===== config.mk =====
export PLATFORM = sky130hd
export DESIGN_NAME = pee_controller
export DESIGN_NICKNAME = d
export VERILOG_FILES = /design/src/pee_pkg.sv /design/src/pee_controller.sv
export SDC_FILE = /design/constraint.sdc
export NUM_CORES = 1
export LEC_CHECK = 0
export BUFFER_PORTS_ARGS = -buffer_cell sky130_fd_sc_hd__buf_4
export CORE_MARGIN = 2
export CORE_UTILIZATION = 45
export DETAILED_ROUTE_END_ITERATION = 10
export MAX_ROUTING_LAYER = met4
export PLACE_DENSITY = 0.74
export REMOVE_ABC_BUFFERS = 1
export SETUP_SLACK_MARGIN = 0.5
export SYNTH_ARGS = -nofsm -noshare
export SYNTH_HDL_FRONTEND = slang
export SYNTH_SLANG_ARGS = --single-unit

===== constraint.sdc =====
create_clock -name clock -period 2.26 [get_ports clock]
set_clock_uncertainty 0.2 [all_clocks]
set_input_delay 0.226 -clock clock [delete_from_list [all_inputs] [get_ports clock]]
set_output_delay 0.226 -clock clock [all_outputs]
set_load 0.05 [all_outputs]

===== src/pee_pkg.sv =====
// shared types and constants of the postfix expression evaluator
// depends on nothing
package pee_pkg;
   localparam int STACK_DEPTH = 16;
   localparam int VALUE_WIDTH = 32;
   localparam int SP_WIDTH    = $clog2(STACK_DEPTH);
   localparam int CNT_WIDTH   = $clog2(STACK_DEPTH + 1);
   localparam int DIV_CNT_W   = $clog2(VALUE_WIDTH + 1);

   typedef logic [VALUE_WIDTH-1:0] value_type;
   typedef logic [CNT_WIDTH-1:0]   count_type;
   typedef logic [7:0]             char_type;

   localparam char_type CH_PLUS  = 8'h2b;
   localparam char_type CH_MINUS = 8'h2d;
   localparam char_type CH_STAR  = 8'h2a;
   localparam char_type CH_SLASH = 8'h2f;
   localparam char_type CH_CARET = 8'h5e;
   localparam char_type CH_ZERO  = 8'h30;
   localparam char_type CH_NINE  = 8'h39;

   typedef enum logic [2:0] {
      ST_OK       = 3'd0,
      ST_FEW      = 3'd1,
      ST_DIV_ZERO = 3'd2,
      ST_OVERFLOW = 3'd3,
      ST_EMPTY    = 3'd4,
      ST_ZERO_POW = 3'd5
   } status_type;

   typedef enum logic [2:0] {
      OP_ADD, OP_SUB, OP_MUL, OP_DIV, OP_POW
   } op_type;

   // controller to datapath commands
   typedef struct packed {
      logic     load_char;   // latch incoming character
      logic     digit;       // fold digit into accumulator
      logic     finish_num;  // push accumulated number
      logic     fetch;       // read two operands from the stack
      logic     alu_start;   // start operation on fetched operands
      logic     alu_push;    // push alu result
      logic     op_minus;    // use subtraction instead of latched op
      logic     set_pending; // remember a minus sign
      logic     set_few;     // flag too few operands
      logic     set_empty;   // flag empty stack at end
      logic     clear_all;   // return to reset state
   } cmd_type;

   // datapath to controller status
   typedef struct packed {
      logic is_digit;
      logic is_minus;
      logic is_op;
      logic in_number;
      logic pending_minus;
      logic two_operands;
      logic stack_empty;
      logic alu_done;
   } stat_type;

   function automatic status_type first_err(status_type cur, status_type nxt);
      first_err = (cur == ST_OK) ? nxt : cur;
   endfunction
endpackage


===== src/pee_controller.sv =====
// controller: sequences each character through the datapath
// depends on pee_pkg
module pee_controller (
   input  logic              clock,
   input  logic              reset,
   input  logic              req_valid,
   input  logic              req_last,
   output logic              req_ready,
   output logic              rsp_valid,
   input  logic              rsp_ready,
   input  pee_pkg::stat_type stat,
   output pee_pkg::cmd_type  cmd
);
   import pee_pkg::*;

   typedef enum logic [3:0] {
      C_IDLE, C_DECODE, C_FIN, C_MINUS, C_MINUS_W, C_MINUS_P, C_OP, C_OP_W, C_OP_P,
      C_END_FIN, C_END_MINUS, C_END_TOP, C_END_TOP2, C_RESP
   } state_type;

   state_type state_ff;
   logic      last_ff, minus_end_ff, rsp_valid_ff;

   // command decode per state
   always_comb begin
      cmd = '0;
      unique case (state_ff)
         C_IDLE:    cmd.load_char = req_valid;
         C_DECODE:  cmd.digit = stat.is_digit;
         C_FIN:     cmd.finish_num = stat.in_number;
         C_MINUS: begin
            cmd.op_minus = 1'b1;
            if (stat.two_operands) cmd.fetch = 1'b1;
            else cmd.set_few = 1'b1;
         end
         C_END_MINUS: begin
            // a held minus at the end is applied as subtraction
            if (stat.pending_minus) begin
               cmd.op_minus = 1'b1;
               if (stat.two_operands) cmd.fetch = 1'b1;
               else cmd.set_few = 1'b1;
            end
         end
         C_MINUS_W: begin cmd.op_minus = 1'b1; cmd.alu_start = 1'b1; end
         C_MINUS_P: cmd.alu_push = stat.alu_done;
         C_OP: begin
            // operators pop two operands, a minus is only held
            if (stat.is_op) begin
               if (stat.two_operands) cmd.fetch = 1'b1;
               else cmd.set_few = 1'b1;
            end
            cmd.set_pending = stat.is_minus;
         end
         C_OP_W:    cmd.alu_start = 1'b1;
         C_OP_P:    cmd.alu_push = stat.alu_done;
         C_END_FIN: cmd.finish_num = stat.in_number;
         C_END_TOP: cmd.set_empty = stat.stack_empty;
         C_RESP:    cmd.clear_all = rsp_ready;
         default: ;
      endcase
   end

   always_ff @(posedge clock) begin
      if (reset) begin
         state_ff     <= C_IDLE;
         last_ff      <= 1'b0;
         minus_end_ff <= 1'b0;
         rsp_valid_ff <= 1'b0;
      end else begin
         unique case (state_ff)
            C_IDLE: if (req_valid) begin
               last_ff  <= req_last;
               state_ff <= C_DECODE;
            end
            C_DECODE: state_ff <= stat.is_digit ? (last_ff ? C_END_FIN : C_IDLE) : C_FIN;
            C_FIN: begin
               minus_end_ff <= 1'b0;
               state_ff <= stat.pending_minus ? C_MINUS : C_OP;
            end
            C_MINUS: state_ff <= stat.two_operands ? C_MINUS_W : C_OP;
            C_MINUS_W: state_ff <= C_MINUS_P;
            C_MINUS_P: if (stat.alu_done)
               state_ff <= minus_end_ff ? C_END_TOP : C_OP;
            C_OP: begin
               // the character itself; a minus only sets pending
               if (stat.is_op && stat.two_operands) state_ff <= C_OP_W;
               else state_ff <= last_ff ? C_END_FIN : C_IDLE;
            end
            C_OP_W: state_ff <= C_OP_P;
            C_OP_P: if (stat.alu_done) state_ff <= last_ff ? C_END_FIN : C_IDLE;
            C_END_FIN: state_ff <= C_END_MINUS;
            C_END_MINUS: begin
               minus_end_ff <= 1'b1;
               if (!stat.pending_minus) state_ff <= C_END_TOP;
               else if (stat.two_operands) state_ff <= C_MINUS_W;
               else state_ff <= C_END_TOP;
            end
            C_END_TOP: state_ff <= C_END_TOP2;
            C_END_TOP2: begin
               rsp_valid_ff <= 1'b1;
               state_ff     <= C_RESP;
            end
            C_RESP: if (rsp_ready) begin
               rsp_valid_ff <= 1'b0;
               state_ff     <= C_IDLE;
            end
            default: state_ff <= C_IDLE;
         endcase
      end
   end

   assign req_ready = (state_ff == C_IDLE);
   assign rsp_valid = rsp_valid_ff;
endmodule


==> results.sh <==
export IMPL_clock_sinks=7
export IMPL_n_fill_cell=64
export IMPL_num_io_pins=26
export IMPL_synth_compound_area_share_pct=30.2
export IMPL_final_cell_mix="buf_4 (37), buf_6 (16), nor2_1 (10), nand2_1 (9)"
export IMPL_ys_seq_area_share_pct=19.8
export IMPL_cp_start_kind="register"
export IMPL_vias_per_cell=6.86
export IMPL_fp_dieArea_um2=1910
export IMPL_clk_pin_slew_worst_paths_ps=60
export IMPL_ys_types=40
export IMPL_core_area_um2=1490
export IMPL_drt_pre_antenna_iters=4
export IMPL_num_vias=1186
export IMPL_numCtsBuffers=3
export IMPL_io_buffers=25
export IMPL_yosysWarnings=0
export IMPL_clk_latency_ps=260
export IMPL_vdd_drop_max_v=0.000883
export IMPL_place_area_um2=926
export IMPL_final_layout_size_suffix_gt1_share_pct=54.1
export IMPL_synth_ff_type="dfxtp_1"
export IMPL_synthAdderAreaFrac_pct=0
export IMPL_drt_wirelength_per_cell_um=22.5
export IMPL_final_common_cell="buf_4"
export IMPL_grt_ovfl_total=0
export IMPL_place_gp_congestion=0.940
export IMPL_diodes=0
export IMPL_final_nets=171
export IMPL_finalWirelength_um=3900
export IMPL_rsz0062_at_grt="yes"
export IMPL_tightest_slew_ps=411
export IMPL_syn_area_um2=709
export IMPL_ant_nets=0
export IMPL_maxCapViolations=0
export IMPL_globalRouteTotalUtil_pct=37.1
export IMPL_arrival_ps=1610
export IMPL_antenna_found_initial=0
export IMPL_syn_avg_cell_area_um2=6.89
export IMPL_cts_max_level=1
export IMPL_synth_edf_count=0
export IMPL_synth_mux_area_share_pct=1.41
export IMPL_ys_ff_latch=7
export IMPL_max_freq_ghz=0.491
export IMPL_rows=14
export IMPL_final_setup_tns_ps=0
export IMPL_die_h_um=43.7
export IMPL_finalCritPeriodShare_pct=90.1
export IMPL_grt_max_degree=15
export IMPL_dr_first_iter_drc_count=126
export IMPL_synth_simple_area_share_pct=41.4
export IMPL_hold_violations=0
export IMPL_grt_pass1_wl_um=5060
export IMPL_grt_pass1_vias=1051
export IMPL_drcViolationCount=0
export IMPL_ys_async_sr_fraction_pct=0
export IMPL_clk_path_buf_depth=2
export IMPL_finalInstanceArea_um2=1360
export IMPL_die_w_um=43.7
export IMPL_area_delta_synth_final_pct=91.0
export IMPL_hpwl_um=1470
export IMPL_synth_top_family_by_area="simple AND/OR/NAND/NOR gates"
export IMPL_synth_xor_xnor_area_share_pct=0
export IMPL_leakage_uw=0.000600
export IMPL_initial_core_util_pct=47.6
export IMPL_critPathCaptureType="primary output"
export IMPL_power_density_nw_per_um2=1030
export IMPL_outcome="finished clean"
export IMPL_finalMaxSlewViolations=0
export IMPL_hold_path_class="input port to register"
export IMPL_critPathKind="register to primary output"
export IMPL_cts_root_buf="clkbuf_4"
export IMPL_final_util_pct=91.0
export IMPL_slew_headroom_pct=72.5
export IMPL_setup_viol_count_final=0
export IMPL_tritoncts="yes"
export IMPL_min_period_ps=2040
export IMPL_worstPathRequired_ps=1830
export IMPL_cp_max_fo=6
export IMPL_synthCells=103
[state kept, by name (all words and copies together) (netlist names)]
name / cells
minus_end_ff: 1
rsp_valid: 1
last_ff: 1
state_ff: 4
[layer usage]
metal / track usage [%] / part of all wire, % / up-vias
met1: 44.9 / 36 / 521
met2: 58.8 / 44 / 134
li1: - / - / 483
met4: 16.4 / 11 / 0
met3: 7.92 / 10 / 48
met5: - / 0 / -
[cell usage after synthesis, types with 3 or more instances]
library cell / number / area [µm²]
a21o_1: 3 / 22.5
a21oi_1: 6 / 30.0
buf_2: 5 / 25.0
dfxtp_1: 7 / 140
nand2_1: 11 / 41.3
nand3_1: 4 / 20.0
nor2_1: 14 / 52.6
nor2b_1: 5 / 31.3
nor3b_1: 3 / 22.5
o21ai_1: 5 / 25.0
[what timing repair did]
action	in CTS	in global routing
gates resized for setup	39	20
hold endpoints to repair	3	0
pin swaps	8	8
setup endpoints to repair	16	16
hold buffers	1	0
buffers inserted	17	8
[area by class of cell]
type	instances	area (µm²)	share of cell area, %
Multi-Input combinational cell	86	613	45.2
Timing Repair Buffer	58	533	39.3
Sequential cell	7	155	11.4
Clock buffer	4	26.3	1.94
Tap cell	16	20.0	1.48
Inverter	2	7.51	0.554
[power breakdown]
part | leakage, µW | internal [µW] | switching, µW
clock network | 0.0000150 | 67.9 | 54.6
registers | 0.0000599 | 159 | 68.4
logic | 0.000525 | 483 | 569
total | 0.000600 | 709 | 692
[per-stage QoR]
| step | hold WS, ps | total power [µW] | instances | setup slack [ps] |
|---|---|---|---|---|
| 3_5_place_dp | 240 | 836 | 143 | 295 |
| 3_3_place_gp | 237 | 829 | 143 | 316 |
| 4_1_cts | 18.2 | 1170 | 165 | 374 |
| 5_1_grt | 106 | 1440 | 173 | 173 |
| 6_report | 102 | 1400 | 173 | 225 |
| 2_1_floorplan | 98.4 | 627 | 95 | -440 |
[critical path: stages, from the launching register on]
cell and delay [ps]:
dfxtp_4 380, buf_6 130, nor2b_4 120, a21oi_2 50, nor2_2 180, o21ai_2 110
nor2_1 190, buf_6 190
[logic make-up after synthesis]
kind of cell | Yosys count
AO/OA/AOI/OAI | 31
AND/OR/NAND/NOR | 54
buffers and inverters | 10
flip-flops | 7
multiplexers | 1
[worst paths after layout]
path              slack, ps     endpoint  cells after the start        start
setup / recovery        220       cmd[2]                      7  state_ff[3]
hold / removal          100  state_ff[1]                      4      stat[7]
setup reg to reg        320  state_ff[3]                      9  state_ff[3]
hold reg to reg         380    rsp_valid                      2    rsp_valid
Note: power is estimated with default switching activity, not from simulation.
