## src/pee_pkg.sv

```systemverilog
// shared types and constants of the postfix expression evaluator
// depends on nothing
package pee_pkg;
   localparam int STACK_DEPTH = 16;
   localparam int VALUE_WIDTH = 32;
   localparam int SP_WIDTH    = $clog2(STACK_DEPTH);
   localparam int CNT_WIDTH   = $clog2(STACK_DEPTH + 1);
   localparam int DIV_CNT_W   = $clog2(VALUE_WIDTH + 1);

   typedef logic [VALUE_WIDTH-1:0] value_type;
   typedef logic [CNT_WIDTH-1:0]   count_type;
   typedef logic [7:0]             char_type;

   localparam char_type CH_PLUS  = 8'h2b;
   localparam char_type CH_MINUS = 8'h2d;
   localparam char_type CH_STAR  = 8'h2a;
   localparam char_type CH_SLASH = 8'h2f;
   localparam char_type CH_CARET = 8'h5e;
   localparam char_type CH_ZERO  = 8'h30;
   localparam char_type CH_NINE  = 8'h39;

   typedef enum logic [2:0] {
      ST_OK       = 3'd0,
      ST_FEW      = 3'd1,
      ST_DIV_ZERO = 3'd2,
      ST_OVERFLOW = 3'd3,
      ST_EMPTY    = 3'd4,
      ST_ZERO_POW = 3'd5
   } status_type;

   typedef enum logic [2:0] {
      OP_ADD, OP_SUB, OP_MUL, OP_DIV, OP_POW
   } op_type;

   // controller to datapath commands
   typedef struct packed {
      logic     load_char;   // latch incoming character
      logic     digit;       // fold digit into accumulator
      logic     finish_num;  // push accumulated number
      logic     fetch;       // read two operands from the stack
      logic     alu_start;   // start operation on fetched operands
      logic     alu_push;    // push alu result
      logic     op_minus;    // use subtraction instead of latched op
      logic     set_pending; // remember a minus sign
      logic     set_few;     // flag too few operands
      logic     set_empty;   // flag empty stack at end
      logic     clear_all;   // return to reset state
   } cmd_type;

   // datapath to controller status
   typedef struct packed {
      logic is_digit;
      logic is_minus;
      logic is_op;
      logic in_number;
      logic pending_minus;
      logic two_operands;
      logic stack_empty;
      logic alu_done;
   } stat_type;

   function automatic status_type first_err(status_type cur, status_type nxt);
      first_err = (cur == ST_OK) ? nxt : cur;
   endfunction
endpackage

```

## src/pee_alu.sv

```systemverilog
// iterative arithmetic unit: add, subtract, multiply, divide, power
// depends on pee_pkg
module pee_alu (
   input  logic               clock,
   input  logic               reset,
   input  logic               start,
   input  pee_pkg::op_type    op,
   input  pee_pkg::value_type a,
   input  pee_pkg::value_type b,
   output logic               done,
   output pee_pkg::value_type result,
   output logic               div_zero,
   output logic               zero_pow
);
   import pee_pkg::*;

   typedef enum logic [2:0] {S_IDLE, S_MUL, S_DIV, S_POW_M, S_POW_S, S_FIX} state_type;

   state_type            state_ff, state_in;
   value_type            acc_ff, acc_in;      // result / remainder
   value_type            quo_ff, quo_in;      // quotient, multiplicand or power base
   value_type            opb_ff, opb_in;      // divisor magnitude, multiplier or exponent
   logic [DIV_CNT_W-1:0] cnt_ff, cnt_in;
   logic                 neg_ff, neg_in;
   logic                 done_ff, done_in;
   logic                 dz_ff, dz_in, zp_ff, zp_in;
   value_type            prod_ff, prod_in;

   value_type ma, mb, rem_sh;
   logic      sa, sb;
   logic [VALUE_WIDTH:0] trial;

   assign sa = a[VALUE_WIDTH-1];
   assign sb = b[VALUE_WIDTH-1];
   assign ma = sa ? (~a + 1'b1) : a;
   assign mb = sb ? (~b + 1'b1) : b;
   assign rem_sh = {acc_ff[VALUE_WIDTH-2:0], quo_ff[VALUE_WIDTH-1]};
   assign trial  = {1'b0, rem_sh} - {1'b0, opb_ff};

   // sequencing of multi-cycle operations
   always_comb begin
      state_in = state_ff;
      acc_in   = acc_ff;
      quo_in   = quo_ff;
      opb_in   = opb_ff;
      cnt_in   = cnt_ff;
      neg_in   = neg_ff;
      done_in  = 1'b0;
      dz_in    = dz_ff;
      zp_in    = zp_ff;
      prod_in  = prod_ff;
      unique case (state_ff)
         S_IDLE: begin
            if (start) begin
               dz_in = 1'b0;
               zp_in = 1'b0;
               unique case (op)
                  OP_ADD: begin acc_in = a + b; done_in = 1'b1; end
                  OP_SUB: begin acc_in = a - b; done_in = 1'b1; end
                  OP_MUL: begin quo_in = a; opb_in = b; state_in = S_MUL; end
                  OP_DIV: begin
                     if (b == '0) begin
                        acc_in = '0; dz_in = 1'b1; done_in = 1'b1;
                     end else begin
                        acc_in   = '0;
                        quo_in   = ma;
                        opb_in   = mb;
                        neg_in   = sa ^ sb;
                        cnt_in   = DIV_CNT_W'(VALUE_WIDTH);
                        state_in = S_DIV;
                     end
                  end
                  OP_POW: begin
                     if (sb) begin
                        done_in = 1'b1;
                        if (a == value_type'(1)) acc_in = value_type'(1);
                        else if (a == '1) acc_in = b[0] ? '1 : value_type'(1);
                        else begin acc_in = '0; zp_in = (a == '0); end
                     end else begin
                        acc_in   = value_type'(1);
                        quo_in   = a;
                        opb_in   = b;
                        state_in = S_POW_M;
                     end
                  end
                  default: begin acc_in = '0; done_in = 1'b1; end
               endcase
            end
         end
         S_MUL: begin
            acc_in   = quo_ff * opb_ff;
            done_in  = 1'b1;
            state_in = S_IDLE;
         end
         S_DIV: begin
            // one restoring step per cycle
            quo_in = {quo_ff[VALUE_WIDTH-2:0], ~trial[VALUE_WIDTH]};
            acc_in = trial[VALUE_WIDTH] ? rem_sh : trial[VALUE_WIDTH-1:0];
            cnt_in = cnt_ff - 1'b1;
            if (cnt_ff == DIV_CNT_W'(1)) state_in = S_FIX;
         end
         S_FIX: begin
            acc_in   = neg_ff ? (~quo_ff + 1'b1) : quo_ff;
            done_in  = 1'b1;
            state_in = S_IDLE;
         end
         S_POW_M: begin
            // multiply step: result times base when exponent bit set
            if (opb_ff == '0) begin
               done_in  = 1'b1;
               state_in = S_IDLE;
            end else begin
               prod_in  = acc_ff * quo_ff;
               state_in = S_POW_S;
            end
         end
         S_POW_S: begin
            if (opb_ff[0]) acc_in = prod_ff;
            quo_in   = quo_ff * quo_ff;
            opb_in   = opb_ff >> 1;
            state_in = S_POW_M;
         end
         default: state_in = S_IDLE;
      endcase
   end

   always_ff @(posedge clock) begin
      if (reset) begin
         state_ff <= S_IDLE;
         done_ff  <= 1'b0;
      end else begin
         state_ff <= state_in;
         done_ff  <= done_in;
      end
      acc_ff  <= acc_in;
      quo_ff  <= quo_in;
      opb_ff  <= opb_in;
      cnt_ff  <= cnt_in;
      neg_ff  <= neg_in;
      dz_ff   <= dz_in;
      zp_ff   <= zp_in;
      prod_ff <= prod_in;
   end

   assign done     = done_ff;
   assign result   = acc_ff;
   assign div_zero = dz_ff;
   assign zero_pow = zp_ff;
endmodule

```

## src/pee_datapath.sv

```systemverilog
// datapath: operand stack, number accumulator, status and alu
// depends on pee_pkg, pee_alu
module pee_datapath (
   input  logic               clock,
   input  logic               reset,
   input  pee_pkg::cmd_type   cmd,
   input  pee_pkg::char_type  char_code,
   output pee_pkg::stat_type  stat,
   output pee_pkg::value_type top_value,
   output logic [2:0]         status
);
   import pee_pkg::*;

   value_type  stack_mem [STACK_DEPTH];
   count_type  count_ff, count_in;
   value_type  num_ff, num_in;
   logic       in_num_ff, in_num_in;
   logic       neg_ff, neg_in;
   logic       pend_ff, pend_in;
   status_type err_ff, err_in;
   char_type   ch_ff;
   op_type     op_ff;
   value_type  opa_ff, opb_ff;

   logic       alu_done, alu_dz, alu_zp;
   value_type  alu_res;
   op_type     alu_op;
   logic       push_en;
   value_type  push_val;
   logic       full;

   logic [VALUE_WIDTH+3:0] num_x10;

   assign full   = (count_ff == count_type'(STACK_DEPTH));
   assign alu_op = cmd.op_minus ? OP_SUB : op_ff;
   assign num_x10 = {1'b0, num_ff, 3'b000} + {3'b000, num_ff, 1'b0}
                    + {{(VALUE_WIDTH){1'b0}}, ch_ff[3:0]};

   pee_alu u_alu (
      .clock    (clock),
      .reset    (reset),
      .start    (cmd.alu_start),
      .op       (alu_op),
      .a        (opa_ff),
      .b        (opb_ff),
      .done     (alu_done),
      .result   (alu_res),
      .div_zero (alu_dz),
      .zero_pow (alu_zp)
   );

   // push source and control state update
   always_comb begin
      count_in  = count_ff;
      num_in    = num_ff;
      in_num_in = in_num_ff;
      neg_in    = neg_ff;
      pend_in   = pend_ff;
      err_in    = err_ff;
      push_en   = 1'b0;
      push_val  = alu_res;
      if (cmd.digit) begin
         if (in_num_ff) num_in = num_x10[VALUE_WIDTH-1:0];
         else begin
            in_num_in = 1'b1;
            neg_in    = pend_ff;
            pend_in   = 1'b0;
            num_in    = value_type'(ch_ff[3:0]);
         end
      end
      if (cmd.finish_num) begin
         push_en   = 1'b1;
         push_val  = neg_ff ? (~num_ff + 1'b1) : num_ff;
         in_num_in = 1'b0;
         neg_in    = 1'b0;
         num_in    = '0;
      end
      if (cmd.fetch) begin
         count_in = count_ff - count_type'(2);
         if (cmd.op_minus) pend_in = 1'b0;
      end
      if (cmd.alu_push) begin
         push_en = 1'b1;
         if (alu_dz) err_in = first_err(err_in, ST_DIV_ZERO);
         if (alu_zp) err_in = first_err(err_in, ST_ZERO_POW);
      end
      if (cmd.op_minus && cmd.set_few) pend_in = 1'b0;
      if (cmd.set_few)   err_in = first_err(err_in, ST_FEW);
      if (cmd.set_empty) err_in = first_err(err_in, ST_EMPTY);
      if (cmd.set_pending) pend_in = 1'b1;
      if (push_en) begin
         if (full) err_in = first_err(err_in, ST_OVERFLOW);
         else count_in = count_ff + 1'b1;
      end
      if (cmd.clear_all) begin
         count_in  = '0;
         num_in    = '0;
         in_num_in = 1'b0;
         neg_in    = 1'b0;
         pend_in   = 1'b0;
         err_in    = ST_OK;
      end
   end

   always_ff @(posedge clock) begin
      if (reset) begin
         count_ff  <= '0;
         num_ff    <= '0;
         in_num_ff <= 1'b0;
         neg_ff    <= 1'b0;
         pend_ff   <= 1'b0;
         err_ff    <= ST_OK;
      end else begin
         count_ff  <= count_in;
         num_ff    <= num_in;
         in_num_ff <= in_num_in;
         neg_ff    <= neg_in;
         pend_ff   <= pend_in;
         err_ff    <= err_in;
      end
   end

   // character latch and operator decode
   always_ff @(posedge clock) begin
      if (cmd.load_char) begin
         ch_ff <= char_code;
         unique case (char_code)
            CH_PLUS:  op_ff <= OP_ADD;
            CH_MINUS: op_ff <= OP_SUB;
            CH_STAR:  op_ff <= OP_MUL;
            CH_SLASH: op_ff <= OP_DIV;
            default:  op_ff <= OP_POW;
         endcase
      end
   end

   // operand stack, two registered reads for fetch
   always_ff @(posedge clock) begin
      if (push_en && !full) stack_mem[count_ff[SP_WIDTH-1:0]] <= push_val;
      if (cmd.fetch) begin
         opb_ff <= stack_mem[SP_WIDTH'(count_ff - 1'b1)];
         opa_ff <= stack_mem[SP_WIDTH'(count_ff - count_type'(2))];
      end
   end

   // top of stack, registered read kept valid whenever idle
   value_type top_ff;
   always_ff @(posedge clock) begin
      top_ff <= stack_mem[SP_WIDTH'(count_ff - 1'b1)];
   end

   assign top_value = (count_ff == '0) ? '0 : top_ff;
   assign status    = err_ff;

   assign stat.is_digit      = (ch_ff >= CH_ZERO) && (ch_ff <= CH_NINE);
   assign stat.is_minus      = (ch_ff == CH_MINUS);
   assign stat.is_op         = (ch_ff == CH_PLUS) || (ch_ff == CH_STAR)
                               || (ch_ff == CH_SLASH) || (ch_ff == CH_CARET);
   assign stat.in_number     = in_num_ff;
   assign stat.pending_minus = pend_ff;
   assign stat.two_operands  = (count_ff >= count_type'(2));
   assign stat.stack_empty   = (count_ff == '0);
   assign stat.alu_done      = alu_done;
endmodule

```

## config.mk

```make
export PLATFORM = sky130hd
export DESIGN_NAME = pee_datapath
export DESIGN_NICKNAME = d
export VERILOG_FILES = /design/src/pee_pkg.sv /design/src/pee_alu.sv /design/src/pee_datapath.sv
export SDC_FILE = /design/constraint.sdc
export NUM_CORES = 2
export LEC_CHECK = 0
export ABC_AREA = 1
export BUFFER_PORTS_ARGS = -buffer_cell sky130_fd_sc_hd__buf_2
export CAP_MARGIN = 25
export CORE_UTILIZATION = 55
export CTS_CLUSTER_DIAMETER = 120
export DETAILED_ROUTE_END_ITERATION = 7
export GPL_TIMING_DRIVEN = 1
export PLACE_DENSITY_LB_ADDON = 0.2
export SLEW_MARGIN = 5
export SYNTH_ARGS = -nofsm -noshare
export SYNTH_HDL_FRONTEND = slang
export SYNTH_HIERARCHICAL = 1
export SYNTH_SLANG_ARGS = --single-unit
export TNS_END_PERCENT = 10
```

## constraint.sdc

```tcl
create_clock -name clock -period 10.86 [get_ports clock]
set_clock_uncertainty 0.05 [all_clocks]
set_input_delay 0 -clock clock [delete_from_list [all_inputs] [get_ports clock]]
set_output_delay 0 -clock clock [all_outputs]
set_load 0.005 [all_outputs]
```

==> results.txt <==
- The flow ran to the end, and the final reports show no timing, DRC or antenna violations.
- Total clock buffers created by CTS: 89
- Gate Count Post-Synth: around 12k
- The startpoint identified for the worst register-to-register timing path is u_alu/quo_ff[7].
* Slew @ Worst Pin: 1265 ps
* Number of different library cells in the post-synthesis netlist: 78
* Total Neg Setup Slack: 0 ps
- Post-detail-place hpwl: around 240000 um
- Once the floorplan was initialized, standard cells occupied a little under three fifths of the core.
* Clock latency of the later-clocked register in the worst-skew pair: 760 ps
- Share of Yosys cell area claimed by the top area cell type: ~25%
- Most common flop cell mapped by yosys: sky130_fd_sc_hd__edfxtp_1
* Number of standard-cell rows in the floorplan: 152
- Measured in cells, the most critical reg-to-reg path has a length of 26.
- Using the TritonRoute via totals, the vias-per-cell ratio works out to just under 6.
- Final critical delay including setup and external delays: around 8400 ps
* Max-slew violation total from the final report: 0
- Setup repair after global routing left no endpoint under its margin.
- The total area inside the core boundary comes to ~170000 um2.
- Period utilization: between 70% and 80%
* Port Buffers: 63
- Of the cells placed in the final design, the portion with a size suffix greater than 1 is approximately 4.7%.
- Mean Syn Cell Area: between 8 and 9 um2
* Post-cts gate resize count: 0
- For flop-to-flop paths, the worst setup slack is between 2000 and 3000 ps.
- Category of the worst setup path launch point: flop
- Area of the die: ~170000 um2
- First-pass GRT wire length: roughly 490000 um
* Clock transition at the registers of the reported paths: around 70 ps
- Area growth syn-to-layout: 6.170%
- Global-route total usage across every layer: 37.45%
* Cell area after technology mapping: 95120 um2
- The tool flagged a number of max-cap violations equal to 0.
* Number of warnings printed during yosys synthesis: 6
- Entering global routing, the biggest net connects between 200 and 300 pins.
- Total routed wirelength: between 300000 and 400000 um
- CP arrival: ~8800 ps
- Leading cell type by number of instances after synthesis: sky130_fd_sc_hd__inv_1
- The count of nets left with antenna violations once routing finished came out at 0.
* Number of register bits inferred by synthesis: about 800
* Number of buffers and inverters on the critical path: 9
- Area leader, netlist: sky130_fd_sc_hd__fa_1
* X dimension of the die: approximately 420 um
- DRC violation total after the first TritonRoute iteration: 9297
* CP max stage cell: sky130_fd_sc_hd__buf_4
- Counting the fill cells in the layout gives 15.37k.
- In this run the critical register-to-register path is captured at u_alu/prod_ff[28].
* Weighted congestion at the end of routability-driven global placement: a little over 1
* Type of the most critical hold path: input port to flop
* Crit Path Max Fanout: 48
- Summing over every cut layer, the via total after detailed routing is 81.60k.
- Worst hold start: cmd[9]
- Post-synth EDFFs: roughly 720
* Final hold violation count: 0
* Level count of the clock H-tree: 3
- Congestion Overflow GR: 0
- Number of cells on the worst hold path: 4
- Worst hold endpoint: in_num_ff
* TritonCTS clock tree: yes
* Final setup vio count: 0
* Die height: approximately 420 um
- By instance count, the cell type seen most on the critical path is sky130_fd_sc_hd__fa_1.
- The number of antenna violations at the first check in global routing came to 5.
- In the post-synthesis netlist, the biggest area contributors are sky130_fd_sc_hd__fa_1 25%, sky130_fd_sc_hd__edfxtp_1 23%, sky130_fd_sc_hd__inv_1 10%.
* Net Count, Synth: about 14k
- Headroom to the max-slew limit came out at between 10% and 20%.
- The first detailed-routing pass took 7 iterations.
- Max incr delay on CP: 720 ps
- The via count of the first global-routing pass was ~80k.
- The longest clock path from root to sink contains 3 buffers.
- Top-level I/O count: 64
* Path type of the worst setup path: flop to flop
- STA puts the critical path data required time at 11260 ps.
* Maximum frequency from static timing analysis: 119.7 MHz
- The tree built by TritonCTS fans out to roughly 800 sinks.
- By count the netlist is led by 2639 x sky130_fd_sc_hd__inv_1, 2624 x sky130_fd_sc_hd__nand2_1, 1187 x sky130_fd_sc_hd__fa_1.
- Per-cell routed wire length: 23.23 um
- Family of cells with the greatest summed delay on the critical path: adder cells
* Async set or reset register ratio after synthesis: 0%
- Number of nets in the layout: 13.33k
- Part of the Yosys area used for sequential elements: approximately 25%
- The worst setup path is captured at a flop.
- The tree is rooted in a sky130_fd_sc_hd__clkbuf_16.
- DRC Markers: 0
## sequential cells by signal (all words and copies together) (netlist names), 3 cells and up
register        flops
stack_mem         512
num_ff             32
opa_ff             32
opb_ff             32
top_ff             32
u_alu/opb_ff       32
u_alu/prod_ff      32
u_alu/quo_ff       32
u_alu/result       32
ch_ff               8
u_alu/cnt_ff        6
count_ff            5
op_ff               3
status              3
u_alu/state_ff      3
## cell families (layout without fill, tap and decap cells)
family,count (synthesis),count (layout),share of synthesized area (%)
buffers and inverters,3254,3101,13.17
AOI/OAI and AO/OA,1877,1877,11.40
and+or+nand+nor,3989,3989,17.22
DFF,803,803,24.52
adders and majority gates,1701,1701,31.74
xor gates and xnor gates,207,207,1.940
muxes,1,1,0.01052
other,0,5,0
## worst max-delay path by stage
| stage | end | cells after the start | startpoint |
|---|---|---|---|
| after global routing | u_alu/prod_ff[28] | 26 | u_alu/quo_ff[7] |
| after detailed placement | u_alu/prod_ff[28] | 26 | u_alu/quo_ff[7] |
| after global placement | u_alu/result[31] | 28 | u_alu/quo_ff[7] |
| after floorplan | u_alu/quo_ff[26] | 29 | u_alu/quo_ff[5] |
| after CTS | u_alu/prod_ff[28] | 26 | u_alu/quo_ff[7] |
| final | u_alu/prod_ff[28] | 26 | u_alu/quo_ff[7] |
## per-layer routing
layer / part of all wire [%] / vias up / global-route usage, %
met5: 0.012 / - / 0
met4: 6.9 / 6 / 22.75
met3: 9.3 / 994 / 5.931
met2: 46 / 4405 / 60.08
met1: 38 / 39660 / 47.76
li1: - / 36530 / -
## through the flow
| step | setup slack, ps | utilization (%) | hold WS [ps] | cells | area (um2) |
|---|---|---|---|---|---|
| floorplan | 3627 | - | 19.41 | 11830 | 95120 |
| global placement | 2969 | 56.72 | 153.3 | 13780 | 97410 |
| detailed placement | 2752 | 56.80 | 150.8 | 13780 | 97550 |
| CTS | 2711 | 58.73 | 73.55 | 13980 | 100900 |
| global route | 2275 | 58.80 | 141.1 | 13990 | 101000 |
| finish | 2507 | 58.81 | 113.4 | 13990 | 101000 |
## worst register-to-register path: stages (launching register included)
cell and delay (ps):
sky130_fd_sc_hd__edfxtp_1 370, sky130_fd_sc_hd__buf_4 550, sky130_fd_sc_hd__buf_4 740, sky130_fd_sc_hd__nand2_1 200, sky130_fd_sc_hd__fa_1 520, sky130_fd_sc_hd__inv_1 50
sky130_fd_sc_hd__fa_1 510, sky130_fd_sc_hd__inv_1 50, sky130_fd_sc_hd__fa_1 490, sky130_fd_sc_hd__inv_1 50, sky130_fd_sc_hd__fa_1 460, sky130_fd_sc_hd__fa_1 520
sky130_fd_sc_hd__inv_1 60, sky130_fd_sc_hd__fa_1 540, sky130_fd_sc_hd__inv_1 50, sky130_fd_sc_hd__fa_1 470, sky130_fd_sc_hd__inv_1 50, sky130_fd_sc_hd__fa_1 470
sky130_fd_sc_hd__inv_1 50, sky130_fd_sc_hd__ha_1 350, sky130_fd_sc_hd__nand2_1 120, sky130_fd_sc_hd__nor4_1 490, sky130_fd_sc_hd__nand4_1 180, sky130_fd_sc_hd__nand3_1 230
sky130_fd_sc_hd__a31o_2 220, sky130_fd_sc_hd__a21oi_1 80, sky130_fd_sc_hd__xor2_1 150
## layout make-up
type	instances	area (um2)	area share, %
repair buffers	279	2276	2.254
well taps	2310	2890	2.862
inverters	2659	10020	9.922
flip-flops and latches	803	23330	23.10
multi-input cells	7775	59520	58.93
diodes	5	12.51	0.01239
clock buffers	113	2370	2.346
clock inverters	50	579.3	0.5736
## cell usage in the layout (no fill, tap or decap), drive strengths merged, types with 32 or more instances in the layout
cell type,n
edfxtp,724
nand3,431
or2,32
fa,1187
o211ai,153
clkinv,42
nor4,35
xnor2,81
dlygate4sd3,37
buf,242
clkbuf,113
nor3,85
inv,2659
nand2,2635
ha,514
xor2,125
o221ai,105
o22ai,75
a21oi,542
o21ai,864
dfxtp,79
nand4,80
nor2,654
## what timing repair did
action,in CTS,in global routing
buffers inserted,0,0
hold buffers,37,0
endpoints found under the hold margin,81,0
Power is left out: the tool's default activity adds up to more than one toggle a clock period on the data nets, which glitch-free logic cannot reach.
